===== src/hdl/arbc_pkg.sv =====
package arbc_pkg;

    // Field widths
    localparam int LEVEL_W  = 10;
    localparam int SLOT_W   = 2;
    localparam int STEP_W   = 8;
    localparam int ADJ_W    = 16;
    localparam int COUNT_W  = 16;
    localparam int OFF_W    = 9;
    localparam int COLOR_W  = 3;
    localparam int CFG_IDX_W = 2;
    localparam int CFG_DAT_W = 10;

    // Working width for threshold and offset arithmetic
    localparam int CALC_W = 19;

    localparam int NUM_SLOTS_DEF = 3;

    // Opcodes
    localparam logic OP_CLASSIFY = 1'b0;
    localparam logic OP_CLEAR    = 1'b1;

    // Register indexes
    localparam logic [CFG_IDX_W-1:0] REG_THRESHOLD  = 2'd0;
    localparam logic [CFG_IDX_W-1:0] REG_COLOR_STEP = 2'd1;
    localparam logic [CFG_IDX_W-1:0] REG_WHITE_STEP = 2'd2;
    localparam logic [CFG_IDX_W-1:0] REG_BLACK_STEP = 2'd3;

    // Register reset values
    localparam logic [LEVEL_W-1:0] THRESHOLD_RST  = 10'd750;
    localparam logic [STEP_W-1:0]  COLOR_STEP_RST = 8'd10;
    localparam logic [STEP_W-1:0]  WHITE_STEP_RST = 8'd2;
    localparam logic [STEP_W-1:0]  BLACK_STEP_RST = 8'd10;

    localparam logic [COUNT_W-1:0] COUNT_MAX = {COUNT_W{1'b1}};

    typedef enum logic [COLOR_W-1:0] {
        COL_NONE   = 3'd0,
        COL_RED    = 3'd1,
        COL_BLACK  = 3'd2,
        COL_BLUE   = 3'd3,
        COL_YELLOW = 3'd4,
        COL_GREEN  = 3'd5,
        COL_WHITE  = 3'd6
    } t_color;

    // Per-slot sensor offsets; the fourth entry serves slots without offsets
    localparam logic signed [OFF_W-1:0] OFF_R [4] = '{-9'sd150, -9'sd25, -9'sd50, 9'sd0};
    localparam logic signed [OFF_W-1:0] OFF_G [4] = '{-9'sd100, -9'sd100, 9'sd100, 9'sd0};
    localparam logic signed [OFF_W-1:0] OFF_B [4] = '{9'sd150, 9'sd125, -9'sd50, 9'sd0};

    typedef struct packed {
        logic               opcode;
        logic [SLOT_W-1:0]  slot;
        logic [LEVEL_W-1:0] dark_level;
        logic [LEVEL_W-1:0] red_level;
        logic [LEVEL_W-1:0] green_level;
        logic [LEVEL_W-1:0] blue_level;
        logic [LEVEL_W-1:0] white_level;
        logic [LEVEL_W-1:0] ambient_level;
    } t_item;

    typedef struct packed {
        logic [COLOR_W-1:0] ball_color;
        logic [COUNT_W-1:0] slot_attempts;
        logic               fallback_used;
    } t_result;

    typedef struct packed {
        logic [CFG_IDX_W-1:0] index;
        logic [CFG_DAT_W-1:0] value;
    } t_cfg;

    typedef struct packed {
        logic [LEVEL_W-1:0] threshold;
        logic [STEP_W-1:0]  color_step;
        logic [STEP_W-1:0]  white_step;
        logic [STEP_W-1:0]  black_step;
    } t_settings;

    typedef struct packed {
        logic signed [ADJ_W-1:0] red;
        logic signed [ADJ_W-1:0] green;
        logic signed [ADJ_W-1:0] blue;
        logic signed [ADJ_W-1:0] white;
    } t_adjust;

    typedef struct packed {
        t_color  color;
        logic    fallback;
        t_adjust adj;
    } t_verdict;

    function automatic logic signed [CALC_W-1:0] ext_u(input logic [LEVEL_W-1:0] v);
        return {{(CALC_W-LEVEL_W){1'b0}}, v};
    endfunction

    function automatic logic signed [CALC_W-1:0] ext_step(input logic [STEP_W-1:0] v);
        return {{(CALC_W-STEP_W){1'b0}}, v};
    endfunction

    function automatic logic signed [CALC_W-1:0] ext_off(input logic signed [OFF_W-1:0] v);
        return {{(CALC_W-OFF_W){v[OFF_W-1]}}, v};
    endfunction

    function automatic logic signed [CALC_W-1:0] ext_adj(input logic signed [ADJ_W-1:0] v);
        return {{(CALC_W-ADJ_W){v[ADJ_W-1]}}, v};
    endfunction

    // Clamp to the 16-bit two's complement range
    function automatic logic signed [ADJ_W-1:0] sat_adj(input logic signed [CALC_W-1:0] v);
        logic signed [CALC_W-1:0] hi;
        logic signed [CALC_W-1:0] lo;
        hi = {{(CALC_W-ADJ_W+1){1'b0}}, {(ADJ_W-1){1'b1}}};
        lo = {{(CALC_W-ADJ_W+1){1'b1}}, {(ADJ_W-1){1'b0}}};
        if (v > hi) begin
            return hi[ADJ_W-1:0];
        end else if (v < lo) begin
            return lo[ADJ_W-1:0];
        end else begin
            return v[ADJ_W-1:0];
        end
    endfunction

endpackage


===== src/hdl/arbc_stream_if.sv =====
interface arbc_stream_if #(
    parameter type T = logic
) ();
    logic valid;
    logic ready;
    T     data;

    modport source (output valid, output data, input ready);
    modport sink   (input valid, input data, output ready);
endinterface


===== src/hdl/arbc_classify.sv =====
module arbc_classify (
    input  arbc_pkg::t_item     i_item,
    input  arbc_pkg::t_settings i_set,
    input  arbc_pkg::t_adjust   i_adj,
    output arbc_pkg::t_verdict  o_verdict
);
    import arbc_pkg::*;

    logic signed [CALC_W-1:0] th;
    logic signed [CALC_W-1:0] ro, go, bo;
    logic signed [CALC_W-1:0] red_s, green_s, blue_s, white_s;
    logic signed [CALC_W-1:0] rt, gt, bt;
    logic signed [CALC_W-1:0] st, ws, bs;
    logic                     flag_r, flag_g, flag_b, flag_w;
    logic [3:0]               pattern;
    t_color                   decoded;

    // Widen readings, offsets, threshold and steps, and form the corrected readings
    always_comb begin
        th      = ext_u(i_set.threshold);
        ro      = ext_off(OFF_R[i_item.slot]);
        go      = ext_off(OFF_G[i_item.slot]);
        bo      = ext_off(OFF_B[i_item.slot]);
        red_s   = ext_u(i_item.red_level);
        green_s = ext_u(i_item.green_level);
        blue_s  = ext_u(i_item.blue_level);
        white_s = ext_u(i_item.white_level);
        st      = ext_step(i_set.color_step);
        ws      = ext_step(i_set.white_step);
        bs      = ext_step(i_set.black_step);
        rt      = red_s + ro;
        gt      = green_s + go;
        bt      = blue_s + bo;
    end

    // Compare against the adjusted thresholds
    always_comb begin
        flag_r  = (red_s - ro) < (th - ext_adj(i_adj.red));
        flag_g  = (green_s - go) < (th - ext_adj(i_adj.green));
        flag_b  = (blue_s - bo) < (th - ext_adj(i_adj.blue));
        flag_w  = white_s < (th - ext_adj(i_adj.white));
        pattern = {flag_r, flag_g, flag_b, flag_w};
    end

    // Decode the flag pattern
    always_comb begin
        unique case (pattern)
            4'b1001: decoded = COL_RED;
            4'b0000: decoded = COL_BLACK;
            4'b0011: decoded = COL_BLUE;
            4'b1101: decoded = COL_YELLOW;
            4'b0101: decoded = COL_GREEN;
            4'b1111: decoded = COL_WHITE;
            default: decoded = COL_NONE;
        endcase
    end

    // Pick the colour and the next adjustments
    always_comb begin
        o_verdict.color    = COL_NONE;
        o_verdict.fallback = 1'b0;
        o_verdict.adj      = i_adj;
        if (i_item.opcode == OP_CLASSIFY && i_item.dark_level > i_item.ambient_level) begin
            if (decoded != COL_NONE) begin
                o_verdict.color = decoded;
                o_verdict.adj   = '0;
            end else begin
                o_verdict.fallback = 1'b1;
                priority if (rt < gt && rt < bt) begin
                    o_verdict.color     = COL_RED;
                    o_verdict.adj.red   = sat_adj(ext_adj(i_adj.red) - st);
                    o_verdict.adj.green = sat_adj(ext_adj(i_adj.green) + st);
                    o_verdict.adj.blue  = sat_adj(ext_adj(i_adj.blue) + st);
                    o_verdict.adj.white = sat_adj(ext_adj(i_adj.white) - ws);
                end else if (gt < rt && gt < bt) begin
                    o_verdict.color     = COL_GREEN;
                    o_verdict.adj.red   = sat_adj(ext_adj(i_adj.red) + st);
                    o_verdict.adj.green = sat_adj(ext_adj(i_adj.green) - st);
                    o_verdict.adj.blue  = sat_adj(ext_adj(i_adj.blue) + st);
                    o_verdict.adj.white = sat_adj(ext_adj(i_adj.white) - ws);
                end else if (bt < rt && bt < gt) begin
                    o_verdict.color     = COL_BLUE;
                    o_verdict.adj.red   = sat_adj(ext_adj(i_adj.red) + st);
                    o_verdict.adj.green = sat_adj(ext_adj(i_adj.green) + st);
                    o_verdict.adj.blue  = sat_adj(ext_adj(i_adj.blue) - st);
                    o_verdict.adj.white = sat_adj(ext_adj(i_adj.white) - ws);
                end else begin
                    o_verdict.color     = COL_BLACK;
                    o_verdict.adj.red   = '0;
                    o_verdict.adj.green = '0;
                    o_verdict.adj.blue  = '0;
                    o_verdict.adj.white = sat_adj(ext_adj(i_adj.white) - bs);
                end
            end
        end
    end

endmodule


===== src/hdl/arbc_counters.sv =====
module arbc_counters #(
    parameter int NUM_SLOTS = arbc_pkg::NUM_SLOTS_DEF
) (
    input  logic                          i_clk,
    input  logic                          i_rst_n,
    input  logic                          i_count,
    input  logic                          i_clear,
    input  logic [arbc_pkg::SLOT_W-1:0]   i_slot,
    output logic [arbc_pkg::COUNT_W-1:0]  o_attempts
);
    import arbc_pkg::*;

    logic [COUNT_W-1:0] r_count [NUM_SLOTS];
    logic [COUNT_W-1:0] n_count [NUM_SLOTS];
    logic [NUM_SLOTS-1:0] hit;

    // Work out each slot's count after this word
    always_comb begin
        o_attempts = '0;
        for (int i = 0; i < NUM_SLOTS; i++) begin
            hit[i]     = (32'(i_slot) == i);
            n_count[i] = r_count[i];
            if (hit[i] && r_count[i] != COUNT_MAX) begin
                n_count[i] = r_count[i] + 1'b1;
            end
            if (hit[i] && !i_clear) begin
                o_attempts = o_attempts | n_count[i];
            end
        end
    end

    // Hold, advance or clear the counters
    always_ff @(posedge i_clk) begin
        for (int i = 0; i < NUM_SLOTS; i++) begin
            if (!i_rst_n || i_clear) begin
                r_count[i] <= '0;
            end else if (i_count) begin
                r_count[i] <= n_count[i];
            end
        end
    end

endmodule


===== src/hdl/adaptive_rgb_ball_color_classifier.sv =====
// A taken word waits in the input register, is classified from there and, once the result
// register is free, is written to it and offered as a result until it is taken.
// Throughput: one word per cycle unless stalled; adjustment feedback closes in classify.
// Stalls on the result side back up through one input register and one result register.
// Reset (synchronous, active low): adjustments and attempt counters go to zero and the
// settings take their default values; the configuration channel is always ready.
module adaptive_rgb_ball_color_classifier #(
    parameter int NUM_SLOTS = arbc_pkg::NUM_SLOTS_DEF
) (
    input  logic          i_clk,
    input  logic          i_rst_n,
    arbc_stream_if.sink   i_in,
    arbc_stream_if.source o_res,
    arbc_stream_if.sink   i_cfg
);
    import arbc_pkg::*;

    t_item              r_in;
    logic               r_in_valid;
    t_result            r_out;
    logic               r_out_valid;
    t_settings          r_set;
    t_adjust            r_adj;
    t_verdict           verdict;
    logic               advance;
    logic [COUNT_W-1:0] attempts;

    // Move the held word on when the result register is free
    assign advance     = r_in_valid && (!r_out_valid || o_res.ready);
    assign i_in.ready  = !r_in_valid || advance;
    assign i_cfg.ready = 1'b1;
    assign o_res.valid = r_out_valid;
    assign o_res.data  = r_out;

    arbc_classify u_classify (
        .i_item    (r_in),
        .i_set     (r_set),
        .i_adj     (r_adj),
        .o_verdict (verdict)
    );

    arbc_counters #(
        .NUM_SLOTS (NUM_SLOTS)
    ) u_counters (
        .i_clk      (i_clk),
        .i_rst_n    (i_rst_n),
        .i_count    (advance && r_in.opcode == OP_CLASSIFY),
        .i_clear    (advance && r_in.opcode == OP_CLEAR),
        .i_slot     (r_in.slot),
        .o_attempts (attempts)
    );

    // Control state, settings and adjustments
    always_ff @(posedge i_clk) begin
        if (!i_rst_n) begin
            r_in_valid       <= 1'b0;
            r_out_valid      <= 1'b0;
            r_adj            <= '0;
            r_set.threshold  <= THRESHOLD_RST;
            r_set.color_step <= COLOR_STEP_RST;
            r_set.white_step <= WHITE_STEP_RST;
            r_set.black_step <= BLACK_STEP_RST;
        end else begin
            if (i_in.ready) begin
                r_in_valid <= i_in.valid;
            end
            if (advance) begin
                r_out_valid <= 1'b1;
                r_adj       <= verdict.adj;
            end else if (o_res.ready) begin
                r_out_valid <= 1'b0;
            end
            if (i_cfg.valid) begin
                unique case (i_cfg.data.index)
                    REG_THRESHOLD:  r_set.threshold  <= i_cfg.data.value;
                    REG_COLOR_STEP: r_set.color_step <= i_cfg.data.value[STEP_W-1:0];
                    REG_WHITE_STEP: r_set.white_step <= i_cfg.data.value[STEP_W-1:0];
                    REG_BLACK_STEP: r_set.black_step <= i_cfg.data.value[STEP_W-1:0];
                    default: ;
                endcase
            end
        end
    end

    // Capture the input word and the result
    always_ff @(posedge i_clk) begin
        if (i_in.valid && i_in.ready) begin
            r_in <= i_in.data;
        end
        if (advance) begin
            r_out.ball_color    <= verdict.color;
            r_out.slot_attempts <= attempts;
            r_out.fallback_used <= verdict.fallback;
        end
    end

endmodule


===== src/flat_wrapper.sv =====
// flat-port wrapper written by rule: the top's interface ports become plain ports
module adaptive_rgb_ball_color_classifier_flat import arbc_pkg::*;
#(
    parameter int NUM_SLOTS = arbc_pkg::NUM_SLOTS_DEF
)
  (i_clk, i_rst_n, i_in_valid, i_in_data, i_in_ready, o_res_valid, o_res_data, o_res_ready, i_cfg_valid, i_cfg_data, i_cfg_ready);
  arbc_stream_if #(.T(t_item)) i_in_i ();
  arbc_stream_if #(.T(t_result)) o_res_i ();
  arbc_stream_if #(.T(t_cfg)) i_cfg_i ();
  input  logic i_clk;
  input  logic i_rst_n;
  input wire logic [$bits(i_in_i.valid)-1:0] i_in_valid;
  input wire logic [$bits(i_in_i.data)-1:0] i_in_data;
  output wire logic [$bits(i_in_i.ready)-1:0] i_in_ready;
  output wire logic [$bits(o_res_i.valid)-1:0] o_res_valid;
  output wire logic [$bits(o_res_i.data)-1:0] o_res_data;
  input wire logic [$bits(o_res_i.ready)-1:0] o_res_ready;
  input wire logic [$bits(i_cfg_i.valid)-1:0] i_cfg_valid;
  input wire logic [$bits(i_cfg_i.data)-1:0] i_cfg_data;
  output wire logic [$bits(i_cfg_i.ready)-1:0] i_cfg_ready;
  assign i_in_i.valid = i_in_valid;
  assign i_in_i.data = i_in_data;
  assign i_in_ready = i_in_i.ready;
  assign o_res_valid = o_res_i.valid;
  assign o_res_data = o_res_i.data;
  assign o_res_i.ready = o_res_ready;
  assign i_cfg_i.valid = i_cfg_valid;
  assign i_cfg_i.data = i_cfg_data;
  assign i_cfg_ready = i_cfg_i.ready;
  adaptive_rgb_ball_color_classifier #(.NUM_SLOTS(NUM_SLOTS)) u_core (.i_clk(i_clk), .i_rst_n(i_rst_n), .i_in(i_in_i), .o_res(o_res_i), .i_cfg(i_cfg_i));
endmodule

===== config.mk =====
export PLATFORM = sky130hd
export DESIGN_NAME = adaptive_rgb_ball_color_classifier_flat
export DESIGN_NICKNAME = d
export VERILOG_FILES = /design/src/hdl/arbc_pkg.sv /design/src/hdl/arbc_stream_if.sv /design/src/hdl/arbc_classify.sv /design/src/hdl/arbc_counters.sv /design/src/hdl/adaptive_rgb_ball_color_classifier.sv /design/src/flat_wrapper.sv
export SDC_FILE = /design/constraint.sdc
export NUM_CORES = 1
export LEC_CHECK = 0
export CELL_PAD_IN_SITES_DETAIL_PLACEMENT = 0
export CELL_PAD_IN_SITES_GLOBAL_PLACEMENT = 1
export CORE_ASPECT_RATIO = 0.8
export CORE_UTILIZATION = 45
export DETAILED_ROUTE_END_ITERATION = 10
export DONT_BUFFER_PORTS = 1
export PLACE_DENSITY_LB_ADDON = 0.1
export SLEW_MARGIN = 5
export SYNTH_ARGS = -nofsm -noshare
export SYNTH_HDL_FRONTEND = slang
export SYNTH_SLANG_ARGS = --single-unit

===== constraint.sdc =====
create_clock -name i_clk -period 11.35 [get_ports i_clk]
set_input_delay 0.5675 -clock i_clk [delete_from_list [all_inputs] [get_ports i_clk]]
set_output_delay 0.5675 -clock i_clk [all_outputs]
set_load 0.02 [all_outputs]

### Word-level counts from Yosys, hierarchy flattened

Memories as Yosys holds them, arrays and structs flattened.
Cells that the tools add are included.

* register bits: 183
* RAM bits: 48
* input bits: 80
* output and inout port bits: 23
* word-level logic and storage cells: 173
* memories: 1

* add/subtract/negate cells: 21
* order comparisons: 28
* equality and inequality tests: 13
* multiplexer cells: 51
* bitwise logic cells: 7
* reductions and logical operators: 31

Memory list
* u_core.u_counters.r_count: words 3, bits a word 16, read ports 3, clocked after memory_dff 0, wr ports 3, line arbc_counters.sv:13 `logic [COUNT_W-1:0] r_count [NUM_SLOTS];`

Operators with widths (count)
* $mux 16: 25
* $mux 64: 4
* $gt 17x16->1 const B: 8
* $lt 17x16->1 const B: 8
* $sub 16x9->17: 5
* $lt 12x12->1: 6
* $sub 11x16->17: 4
* $bmux 9 s2: 3
* $mux 9: 6
* $add 16x9->17: 3
* $lt 12x17->1: 3
* $add 16x1->16 const B: 3
* $ne 16x16->1 const B: 3
* $add 11x9->12: 3
* $sub 11x9->12: 3
* $or 16x16->16: 2
* $pmux 3 s6: 1
* $lt 11x17->1: 1
* $logic_and 1x1->1: 14
* $eq 4x4->1 const B: 3
* $gt 10x10->1: 1
* $reduce_and 2->1: 5
* $mux 1: 9
* $mux 3: 3
* 14 further kinds: 25

### Logic depth before layout (Yosys ltp)

Gate-level depths: netlist of run 1.

* depth after elaboration: 11
* gate-level depth with buffers: 29
* gate-level depth less buffers: 26

### By module

From an unflattened synthesis of run 1, not the netlist that was laid out.

* cell total of the unflattened synthesis: 2688
* area total of the unflattened synthesis: 22492.8 µm²

Modules (own cells, without submodules)
* arbc_classify: instances 1, cells each 1835, area each 12867.3 µm², seq. area each 0.0 µm²
* adaptive_rgb_ball_color_classifier: instances 1, cells each 505, area each 6333.6 µm², seq. area each 4494.3 µm²
* arbc_counters: instances 1, cells each 348, area each 3291.9 µm², seq. area each 1441.4 µm²

### Worst setup path after synthesis of run 1

Ideal clock, no wire load.

* path kind: flip-flop to flip-flop
* start: reg u_core.r_in[61] (netlist bit)
* end: reg u_core.r_adj[54] (netlist bit)
* setup time: 0.138 ns
* data arrival time: 6.046 ns
* required time: 11.212 ns
* slack: 5.166 ns
* stages on the path, launching flop included: 27
* path buffers: 2
* period minus slack after synthesis: 6.184 ns
* cell sequence: edfxtp_1 -> clkbuf_1 -> inv_1 -> ha_1 -> or2_2 -> ha_1 -> a21o_1 -> a21oi_1 -> o21bai_1 -> a21oi_1 -> o21bai_1 -> a21oi_1 -> o21bai_1 -> a21o_1 -> a21oi_1 -> xnor2_1 -> ha_1 -> nand4_1 -> or4b_1 -> and3_1 -> and3_1 -> o21a_1 -> a211oi_1 -> buf_2 -> a221oi_1 -> a31oi_1 -> o32ai_1

* cells in the longest elaborated chain, start to end: 11
* elaborated cells between the ends (all ways): 40
* classes of those cells: 6 x add/sub; 9 x order compare; 5 x eq/ne; 14 x mux; 1 x bitwise; 5 x reduce/logical

Ends and longest elaborated chain
* start, declared: line adaptive_rgb_ball_color_classifier.sv:18 `t_item r_in;`
* start signal, assigned: line adaptive_rgb_ball_color_classifier.sv:88 `r_in <= i_in.data;`
* $not 2->3 (implied by the code) (*): line arbc_classify.sv:21, arbc_classify.sv:22, arbc_classify.sv:23
* parallel branches: the longest is 9 deep, another holds $lt 12x17->1
* $mux 64 (*): line arbc_classify.sv:64 `if (decoded != COL_NONE) begin`
* end signal, assigned: line adaptive_rgb_ball_color_classifier.sv:69 `r_adj <= verdict.adj;`
* end, declared: line adaptive_rgb_ball_color_classifier.sv:23 `t_adjust r_adj;`

Mark *: on every way between the ends. The select of a mux whose other input is x is not followed.
A chain may end at the register's enable or synchronous reset.

### Worst setup path after layout of run 1

* start: reg u_core.r_in[61] (netlist bit)
* end: reg u_core.r_adj[14] (netlist bit)

The elaborated chain is that of the path after synthesis.

==> metrics.cfg, run 1 <==
[timing]
slew_headroom_pct = 10.7
fin_skew_ps = 16.3
finalMaxSlewViolations = 0
max_slew.worst_pin.slew_ps = 1330
hold_viol = 0
fmax_mhz = 131
tns_ps = 0
rsz0062_at_grt = no
min_period_over_period_pct = 67.5
fin_crit_ps = 7660
setup_viol = 0

[global_routing]
grt_pass1_wl_um = 98300
grt_pass1_vias = 16700
antenna_found_initial = 2
grt_usage_pct = 26.7
grt_overflow_total = 0
grt_max_degree = 67

[cts]
numCtsBuffers = 27
post-cts-setup-buffers = 0
tritoncts = yes
cts_sinks = 231
hold_buffers = 0
cts_buffer_depth = 3
cts.clk_slew.worst_paths_ps = 70
cts-root-buf = clkbuf_16
htree_levels = 1
clk_latency_ps = 580
cts_resized = 0

[floorplan]
row_count = 70
dieArea_mm2 = 0.0476
die_h_um = 195
core_area_mm2 = 0.0459
pin_count = 103
die_width_um = 244
initial_core_util_pct = 45.8

[placement]
place_congestion = 0.928
port_buffers = 0
dp_hpwl_um = 50100

[drt]
via_count = 18000
ant_nets = 0
dr.pass1.iters = 5
avgRoutedWirePerCell_um = 21.4
wl_um = 65000
drcViolationCount = 0
via_per_inst = 5.90
drt-initial-drc-count = 1714

[synth]
post_synth_instance_area_mm2 = 0.0210
synth.distinct_cells = 91
synth_area_leaders = edfxtp_1 (19%), ha_1 (16%), dfxtp_1 (9.5%)
synth_edf_count = 131
synth_top_flop_cell = edfxtp_1
yosysTopAreaCell = edfxtp_1
ys_seq_area_share_pct = 28.2
synthTopCellsByCount = ha_1 (271), nand2_1 (202), inv_1 (201)
synth-seq-cells = 231
async_flop_share_pct = 0
ys_warn_count = 0
syn_inst = 2462
synth_top_area_share_pct = 18.7
post_synth.cell_area_avg_um2 = 8.54
syn_nets = 2831
yosys.cell_count.top_type = ha_1

[worst_setup_path]
start_kind = flop
worstPathArrival_ps = 8100
worstPathMaxFanout = 16
max_stage_delay_ps = 1020
rrSetupSlack_ps = 3690
slowest_stage = a31oi_1
timing.rr.start = u_core.r_in[61]$_DFFE_PP_
path_cells = inv_1 -> ha_1 -> or2_2 -> ha_1 -> a21o_1 -> a21oi_1 -> o21bai_1 -> a21oi_1 -> o21bai_1 -> a21oi_1 -> o21bai_1 -> a21o_1 -> a21oi_1 -> xnor2_1 -> ha_1 -> nand4_1 -> o32a_1 -> nand2_1 -> mux2_2 -> o211a_1 -> a31oi_1 -> o21ai_0 -> o21ai_0 -> o21ai_0
worstSetupPathType = reg2reg
worstReg2RegEnd = u_core.r_adj[14]$_SDFFE_PN0P_
path_common_cell = a21oi_1
end_kind = flop
cp.required_ps = 11790
reg2reg_depth = 24

[pwr]
power_density_mw_per_mm2 = 163
peakVddDrop_mv = 0.140
p_leak_nw = 9.08

[worst_hold_path]
hp-class = in2reg
hold_end = u_core.r_in[46]$_DFFE_PP_
holdCritStartpoint = i_in_data[46]
min_path_cells = 0

[finish]
finalNetCount = 2780
fillers = 4414
antenna_cells = 0
multi_input_area_mm2 = 0.0139
area_growth_pct = 6.60
register_area_mm2 = 0.00594
post-route-util_pct = 48.9
drive_gt1_share_pct = 4.03

[job]
max_cap_viol_count = 0

[outcome]
outcome = completed

## how the worst max path moves through the flow
stage	start	endpoint	slack (ps)	cells after the start
2_1_floorplan	u_core.r_in[61]$_DFFE_PP_	u_core.r_adj[54]$_SDFFE_PN0P_	5170	26
3_3_place_gp	u_core.r_in[61]$_DFFE_PP_	u_core.r_adj[6]$_SDFFE_PN0P_	4070	24
3_5_place_dp	u_core.r_in[61]$_DFFE_PP_	u_core.r_adj[9]$_SDFFE_PN0P_	3820	24
4_1_cts	u_core.r_in[61]$_DFFE_PP_	u_core.r_adj[9]$_SDFFE_PN0P_	3780	24
5_1_grt	u_core.r_in[61]$_DFFE_PP_	u_core.r_adj[25]$_SDFFE_PN0P_	3200	24
6_report	u_core.r_in[61]$_DFFE_PP_	u_core.r_adj[14]$_SDFFE_PN0P_	3690	24
## power by group
part	switching, mW	leakage, nW	internal, mW
clock network	0.389	0.448	0.555
registers	0.0665	2.13	0.937
logic	1.09	6.51	0.610
total	1.54	9.08	2.10
## logic make-up (layout without fill, tap and decap cells)
family | Yosys count | in the layout | synth area share [%]
DFF | 231 | 231 | 28.2
AOI/OAI and AO/OA | 678 | 678 | 21.6
muxes | 20 | 20 | 0.987
adders and majority gates | 289 | 289 | 17.8
other | 1 | 1 | 0.0178
buffers and inverters | 298 | 268 | 5.66
and+or+nand+nor | 750 | 750 | 17.5
xor gates and xnor gates | 195 | 195 | 8.12
## stage by stage
| step | cell area (um2) | setup WS (ps) | hold slack [ps] | instances | power, mW |
|---|---|---|---|---|---|
| floorplan | 21000 | 5170 | 443 | 2462 | 2.25 |
| global placement | 21500 | 4070 | 453 | 2994 | 2.65 |
| detailed placement | 21500 | 3820 | 460 | 2994 | 2.68 |
| CTS | 22400 | 3780 | 44.2 | 3044 | 3.64 |
| global route | 22400 | 3200 | 59.5 | 3044 | 3.86 |
| finish | 22400 | 3690 | 80.4 | 3044 | 3.65 |
## final cells by class
| cell class | instances | area share [%] |
|---|---|---|
| sequential | 231 | 26.5 |
| timing repair buffer | 16 | 0.536 |
| tap | 612 | 3.41 |
| multi-input combinational | 1933 | 62.1 |
| clock buffer | 34 | 3.13 |
| clock inverter | 16 | 1.01 |
| inverter | 202 | 3.38 |
## state kept, by name (all words and copies together) (netlist names)
register	flops
u_core.o_res.data	20
u_core.r_in	63
u_core.r_set	34
u_core.r_in_valid	1
u_core.o_res.valid	1
u_core.r_adj	64
u_core.u_counters.r_count	48
## placed cells by master, fill, tap and decap left out, types with 17 or more instances in the layout
cell type  instances
xnor2_1          117
o21ai_0          144
a21oi_1          155
nor2b_1           50
inv_1            201
nand2b_1          48
edfxtp_1         131
dfxtp_1          100
a21o_1            37
nor2_1           192
o211ai_1          21
a221oi_1          21
o22ai_1           28
nand4_1           42
and3_1            18
and2_1            18
mux2i_1           17
clkbuf_16         27
o22a_1            18
fa_1              18
xor2_1            78
nand2_1          201
o21bai_1          37
a211oi_1          18
nor3_1            36
o21a_1            26
nand3_1           64
ha_1             271
a21boi_0          34
## routing by layer
layer | track usage (%) | vias to the layer above | part of all wire (%) | wire, um
met5 | 0 | - | 0.042 | 27
met4 | 7.22 | 4 | 2.7 | 1770
met3 | 5.53 | 84 | 8.0 | 5170
met2 | 37.9 | 547 | 40 | 26100
li1 | - | 8761 | - | -
met1 | 40.3 | 8568 | 49 | 32000
## critical path: cells and delay by family (launching register included)
family | cells | cell delay [ps]
adders and majority gates | 3 | 1150
and+or+nand+nor | 3 | 610
AOI/OAI and AO/OA | 15 | 3880
DFF | 1 | 830
muxes | 1 | 360
xor gates and xnor gates | 1 | 160
buffers and inverters | 1 | 530
Power figures use the tool's default switching activity.
==> run 2, diff against run 1 <==
==> constraint.sdc (replaced) <==
create_clock -name i_clk -period 6.5 [get_ports i_clk]
set_input_delay 0.325 -clock i_clk [delete_from_list [all_inputs] [get_ports i_clk]]
set_output_delay 0.325 -clock i_clk [all_outputs]
set_load 0.02 [all_outputs]
==> metrics.cfg, run 2 (synthesis results as in run 1) <==
[outcome]
outcome = completed

[global_routing]
grt_max_degree = 64  ; -4.5%
antenna_found_initial = 2  ; unchanged
grt_usage_pct = 27.3  ; +0.62 points
grt_pass1_vias = 17300  ; +3.3%
grt_overflow_total = 0  ; unchanged
grt_pass1_wl_um = 101000  ; +2.9%

[cts]
cts_buffer_depth = 3  ; unchanged
clk_latency_ps = 590  ; about the same
cts_sinks = 231  ; unchanged
cts-root-buf = clkbuf_16
htree_levels = 1  ; unchanged
numCtsBuffers = 28  ; +3.7%
cts.clk_slew.worst_paths_ps = 60  ; about the same
tritoncts = yes

[finish]
antenna_cells = 0  ; unchanged
reg.largest.list = u_core.r_adj x64, u_core.r_in x63, u_core.u_counters.r_count x48
drive_gt1_share_pct = 5.14  ; +1.1 points
finalNetCount = 2878  ; +3.5%
final_cell_mix = ha_1 (271), inv_1 (201), nand2_1 (199)
fillers = 4451  ; +0.84%
area_growth_pct = 11.4
largest_register = u_core.r_adj
stdcell_count = 3143  ; +3.3%
largest_register_ff_count = 64  ; unchanged
final_common_cell = ha_1
design_area_mm2 = 0.0234  ; +4.5%

[timing]
rsz0062_at_grt = no
finalHoldWorstSlack_ps = 51.5  ; -28.8 ps
fmax_mhz = 164  ; +26%
fin_crit_ps = 6100  ; -1560 ps
fin_skew_ps = 22.0  ; +5.69 ps
slew_headroom_pct = 21.8  ; +11 points
finalMaxSlewViolations = 0  ; unchanged
setup_viol = 0  ; unchanged
max_slew.worst_pin.slew_ps = 1170  ; -163 ps
min_period_over_period_pct = 93.9  ; +26 points
hold_viol = 0  ; unchanged
tns_ps = 0  ; unchanged

[drt]
wl_um = 66300  ; +2.0%
ant_nets = 0  ; unchanged
drcViolationCount = 0  ; unchanged
dr.pass1.iters = 6  ; +1
via_per_inst = 5.85  ; -0.83%
drt-initial-drc-count = 1779  ; +3.8%
avgRoutedWirePerCell_um = 21.1  ; -1.2%
via_count = 18400  ; +2.4%

[job]
max_cap_viol_count = 0  ; unchanged

[floorplan]
die_h_um = 195  ; unchanged
pin_count = 103  ; unchanged
row_count = 70  ; unchanged
initial_core_util_pct = 45.8  ; unchanged
die_width_um = 244  ; unchanged
core_area_mm2 = 0.0459  ; unchanged
dieArea_mm2 = 0.0476  ; unchanged

[placement]
port_buffers = 0  ; unchanged
dp_hpwl_um = 50700  ; +1.1%
dp.cells = 3013  ; +0.63%
place_congestion = 0.997  ; +7.4%
placed_area_mm2 = 0.0216  ; +0.66%

[worst_hold_path]
hp-class = in2reg
min_path_cells = 2  ; +2
hold_end = u_core.r_set[17]$_SDFFE_PN1P_
holdCritStartpoint = i_rst_n

[worst_setup_path]
start_kind = flop
worstPathMaxFanout = 26  ; +10
worstPathArrival_ps = 6600  ; -1500 ps
reg2reg_depth = 26  ; +8.3%
timing.rr.start = u_core.r_in[61]$_DFFE_PP_
worstReg2RegEnd = u_core.r_adj[11]$_SDFFE_PN0P_
worstSetupPathType = reg2reg
startpoint = u_core.r_in[61]$_DFFE_PP_
cp.required_ps = 7000  ; -4790 ps
rrSetupSlack_ps = 400  ; -3290 ps
end_kind = flop

[pwr]
swShare_pct = 42.4  ; +0.052 points
clkPwrFrac_pct = 25.5  ; -0.4 points
peakVddDrop_mv = 0.244  ; +74%
p_leak_nw = 9.52  ; +4.8%
power_frac_seq_pct = 26.8  ; -0.7 points
p_total_mw = 6.53  ; +79%
power_density_mw_per_mm2 = 279  ; +71%
combPwrFrac_pct = 47.7  ; +1.1 points
netSwitchingPower_mw = 2.77  ; +79%
power.internal_mw = 3.76  ; +79%

[run 2: cell count changes in the layout (fill, tap and decap cells not counted), moves of 3 or more]
cell           change
clkinv_1           +3
clkbuf_8           +4
clkinv_4           +4
buf_4             +20
dlygate4sd3_1     +76
clkbuf_1           -6
[run 2: layout make-up]
type                       instances  area (um2)  area share, %
tap                              612         766           3.27
clock inverter                    19         200          0.855
clock buffer                      33         759           3.24
inverter                         202         758           3.24
sequential                       231        5940           25.3
timing repair buffer             113        1060           4.52
multi-input combinational       1933       13900           59.5
[run 2: repair_timing]
item | in CTS | in global routing
buffers inserted | 0 | 1
resized for setup | 0 | 8
hold buffers | 77 | 0
endpoints found under the setup margin | 0 | 34
endpoints found under the hold margin | 123 | 0
[run 2: worst max-delay path: stages (launching register included)]
cell	delay, ps
edfxtp_1	490
inv_1	120
buf_4	250
ha_1	340
ha_1	250
fa_1	240
o21bai_1	90
a21oi_1	270
o21bai_1	100
a21oi_1	230
o21bai_1	90
a21oi_1	230
o21bai_1	90
a21oi_1	180
xnor2_1	90
ha_1	220
a2111oi_0	350
o21ai_0	210
a21oi_1	150
a21oi_1	80
nor4b_1	240
nand4b_1	120
buf_4	190
and3_1	250
mux2_4	490
nand4_4	350
o21ai_0	290
[run 2: power by group through the flow]
stage	Combinational [mW]	Sequential, mW	Clock [mW]
global placement	2.94	1.78	0
finish	3.12	1.75	1.66
detailed placement	2.96	1.78	0
floorplan	2.20	1.73	0
global route	3.39	1.76	1.73
CTS	3.03	1.75	1.69
[run 2: stage by stage]
step,util [%],setup WS (ps)
after floorplan,-,316
after global placement,47.2,471
after detailed placement,47.2,276
after CTS,51.0,219
after global routing,51.0,26.5
final,51.0,398
[run 2: how the worst max path moves through the flow]
| stage | end | slack [ps] | depth (start not counted) |
|---|---|---|---|
| 2_1_floorplan | u_core.r_adj[54]$_SDFFE_PN0P_ | 320 | 26 |
| 6_report | u_core.r_adj[11]$_SDFFE_PN0P_ | 400 | 26 |
| 3_3_place_gp | u_core.r_adj[29]$_SDFFE_PN0P_ | 470 | 25 |
| 4_1_cts | u_core.r_adj[33]$_SDFFE_PN0P_ | 220 | 25 |
| 5_1_grt | u_core.r_adj[12]$_SDFFE_PN0P_ | 30 | 27 |
| 3_5_place_dp | u_core.r_adj[33]$_SDFFE_PN0P_ | 280 | 25 |
[run 2: per-layer routing]
layer  routed length [um]  track usage (%)  vias up
li1                     -                -     8968
met1                32900             42.1     8741
met2                26200             37.8      587
met3                 4990             4.95       96
met4                 2210             8.29        2
met5                   11                0        -
==> run 3, diff against run 2 <==
--- a/config.mk
+++ b/config.mk
@@ -11,6 +11,7 @@
 export CORE_UTILIZATION = 45
 export DETAILED_ROUTE_END_ITERATION = 10
 export DONT_BUFFER_PORTS = 1
+export HOLD_SLACK_MARGIN = 0.12
 export PLACE_DENSITY_LB_ADDON = 0.1
 export SLEW_MARGIN = 5
 export SYNTH_ARGS = -nofsm -noshare
==> metrics.cfg, run 3 (synthesis results as in run 1) <==
[finish]
stdcell_count = 3160  ; +0.54%
largest_register = u_core.r_adj
area_growth_pct = 12.2
final_common_cell = ha_1
drive_gt1_share_pct = 5.10  ; -0.034 points
post-route-util_pct = 51.4  ; +0.37 points
final_cell_mix = ha_1 (271), inv_1 (201), nand2_1 (199)
reg.largest.list = u_core.r_adj x64, u_core.r_in x63, u_core.u_counters.r_count x48
antenna_cells = 0  ; unchanged
fillers = 4433  ; -0.40%
largest_register_ff_count = 64  ; unchanged
finalNetCount = 2895  ; +0.59%

[worst_setup_path]
worstPathMaxFanout = 26  ; unchanged
startpoint = u_core.r_in[61]$_DFFE_PP_
slowest_stage = mux2_4
timing.rr.start = u_core.r_in[61]$_DFFE_PP_
worstSetupPathType = reg2reg
worstPathArrival_ps = 6600  ; about the same
max_stage_delay_ps = 490  ; about the same
cp.required_ps = 7000  ; about the same
path_common_cell = a21oi_1
end_kind = flop
reg2reg_depth = 26  ; unchanged
start_kind = flop

[global_routing]
grt_pass1_wl_um = 101000  ; +0.21%
antenna_found_initial = 2  ; unchanged
grt_usage_pct = 27.3  ; +0.045 points
grt_pass1_vias = 17400  ; +0.45%
grt_overflow_total = 0  ; unchanged
grt_max_degree = 64  ; unchanged

[drt]
dr.pass1.iters = 6  ; unchanged
via_count = 18500  ; +0.82%
via_per_inst = 5.87  ; +0.28%
drt-initial-drc-count = 1795  ; +0.90%
drcViolationCount = 0  ; unchanged
wl_um = 66500  ; +0.25%
avgRoutedWirePerCell_um = 21.0  ; -0.29%
ant_nets = 0  ; unchanged

[worst_hold_path]
holdCritStartpoint = i_cfg_data[11]
min_path_cells = 4  ; +2
hp-class = in2reg

[placement]
dp.cells = 3013  ; unchanged
dp_hpwl_um = 50700  ; unchanged
place_congestion = 0.997  ; unchanged
port_buffers = 0  ; unchanged

[timing]
min_period_over_period_pct = 93.9  ; about the same
max_slew.worst_pin.slew_ps = 1170  ; +0.283 ps
hold_viol = 0  ; unchanged
fmax_mhz = 164  ; about the same
slew_headroom_pct = 19.8  ; -2.0 points
tns_ps = 0  ; unchanged
setup_viol = 0  ; unchanged
rsz0062_at_grt = no
finalMaxSlewViolations = 0  ; unchanged
fin_crit_ps = 6100  ; +1.46 ps
fin_skew_ps = 19.8  ; -2.21 ps

[floorplan]
dieArea_mm2 = 0.0476  ; unchanged
initial_core_util_pct = 45.8  ; unchanged
pin_count = 103  ; unchanged
die_width_um = 244  ; unchanged
row_count = 70  ; unchanged
core_area_mm2 = 0.0459  ; unchanged
die_h_um = 195  ; unchanged

[cts]
htree_levels = 1  ; unchanged
clk_latency_ps = 590  ; about the same
cts.clk_slew.worst_paths_ps = 60  ; about the same
cts_buffer_depth = 3  ; unchanged
numCtsBuffers = 28  ; unchanged
tritoncts = yes
cts_sinks = 231  ; unchanged
cts-root-buf = clkbuf_16

[pwr]
p_leak_nw = 9.56  ; +0.40%
p_total_mw = 6.54  ; +0.19%
power_density_mw_per_mm2 = 277  ; -0.54%
peakVddDrop_mv = 0.244  ; about the same

[job]
max_cap_viol_count = 0  ; unchanged

[outcome]
outcome = completed

==> run 3: cell types whose count changed in the layout (fill, tap and decap cells not counted) <==
cell | before | now
dlygate4sd3_1 | 76 | 93
==> run 3: layout make-up <==
type	instances	area, um2	area share [%]
Clock inverter	19	200	0.848
Timing Repair Buffer	130	1230	5.21
Inverter	202	758	3.21
Clock buffer	33	759	3.22
Multi-Input combinational cell	1933	13900	59.1
Sequential cell	231	5940	25.2
Tap cell	612	766	3.25
==> run 3: what timing repair did <==
action | 4_1_cts | 5_1_grt
buffers inserted | 0 | 1
endpoints found under the hold margin | 140 | 0
setup endpoints to repair | 0 | 34
resized for setup | 0 | 8
hold buffers | 94 | 0
==> run 3: metal layers <==
layer	vias up	routed length, um	track usage (%)
met2	604	26200	37.7
met3	96	4790	4.88
met4	2	2300	8.77
met1	8835	33200	42.2
met5	-	11	0
li1	9008	-	-
==> run 3: final timing paths <==
path                                    to  slack [ps]
min reg2reg  u_core.r_set[13]$_SDFFE_PN0P_         460
max          u_core.r_adj[11]$_SDFFE_PN0P_         400
min           u_core.r_set[8]$_SDFFE_PN0P_         200
max reg2reg  u_core.r_adj[11]$_SDFFE_PN0P_         400
==> run 3: stage by stage <==
step,hold slack [ps],setup slack [ps],cell area (um2)
6_report,200,397,23600
5_1_grt,204,26.5,23600
4_1_cts,148,219,23600
3_5_place_dp,405,276,21600
3_3_place_gp,406,471,21600
2_1_floorplan,424,316,21000
==> run 3: critical path, delay by kind of cell, from the launching register on <==
family	cells	cell delay, ps
AOI/OAI and AO/OA	13	2370
adders and majority gates	4	1050
and+or+nand+nor	4	970
buffers and inverters	3	550
muxes	1	490
DFF	1	480
xor gates and xnor gates	1	90
==> run 3: power by group <==
group          internal [mW]  switching, mW
clock network          0.956          0.701
registers               1.64          0.113
logic                   1.17           1.96
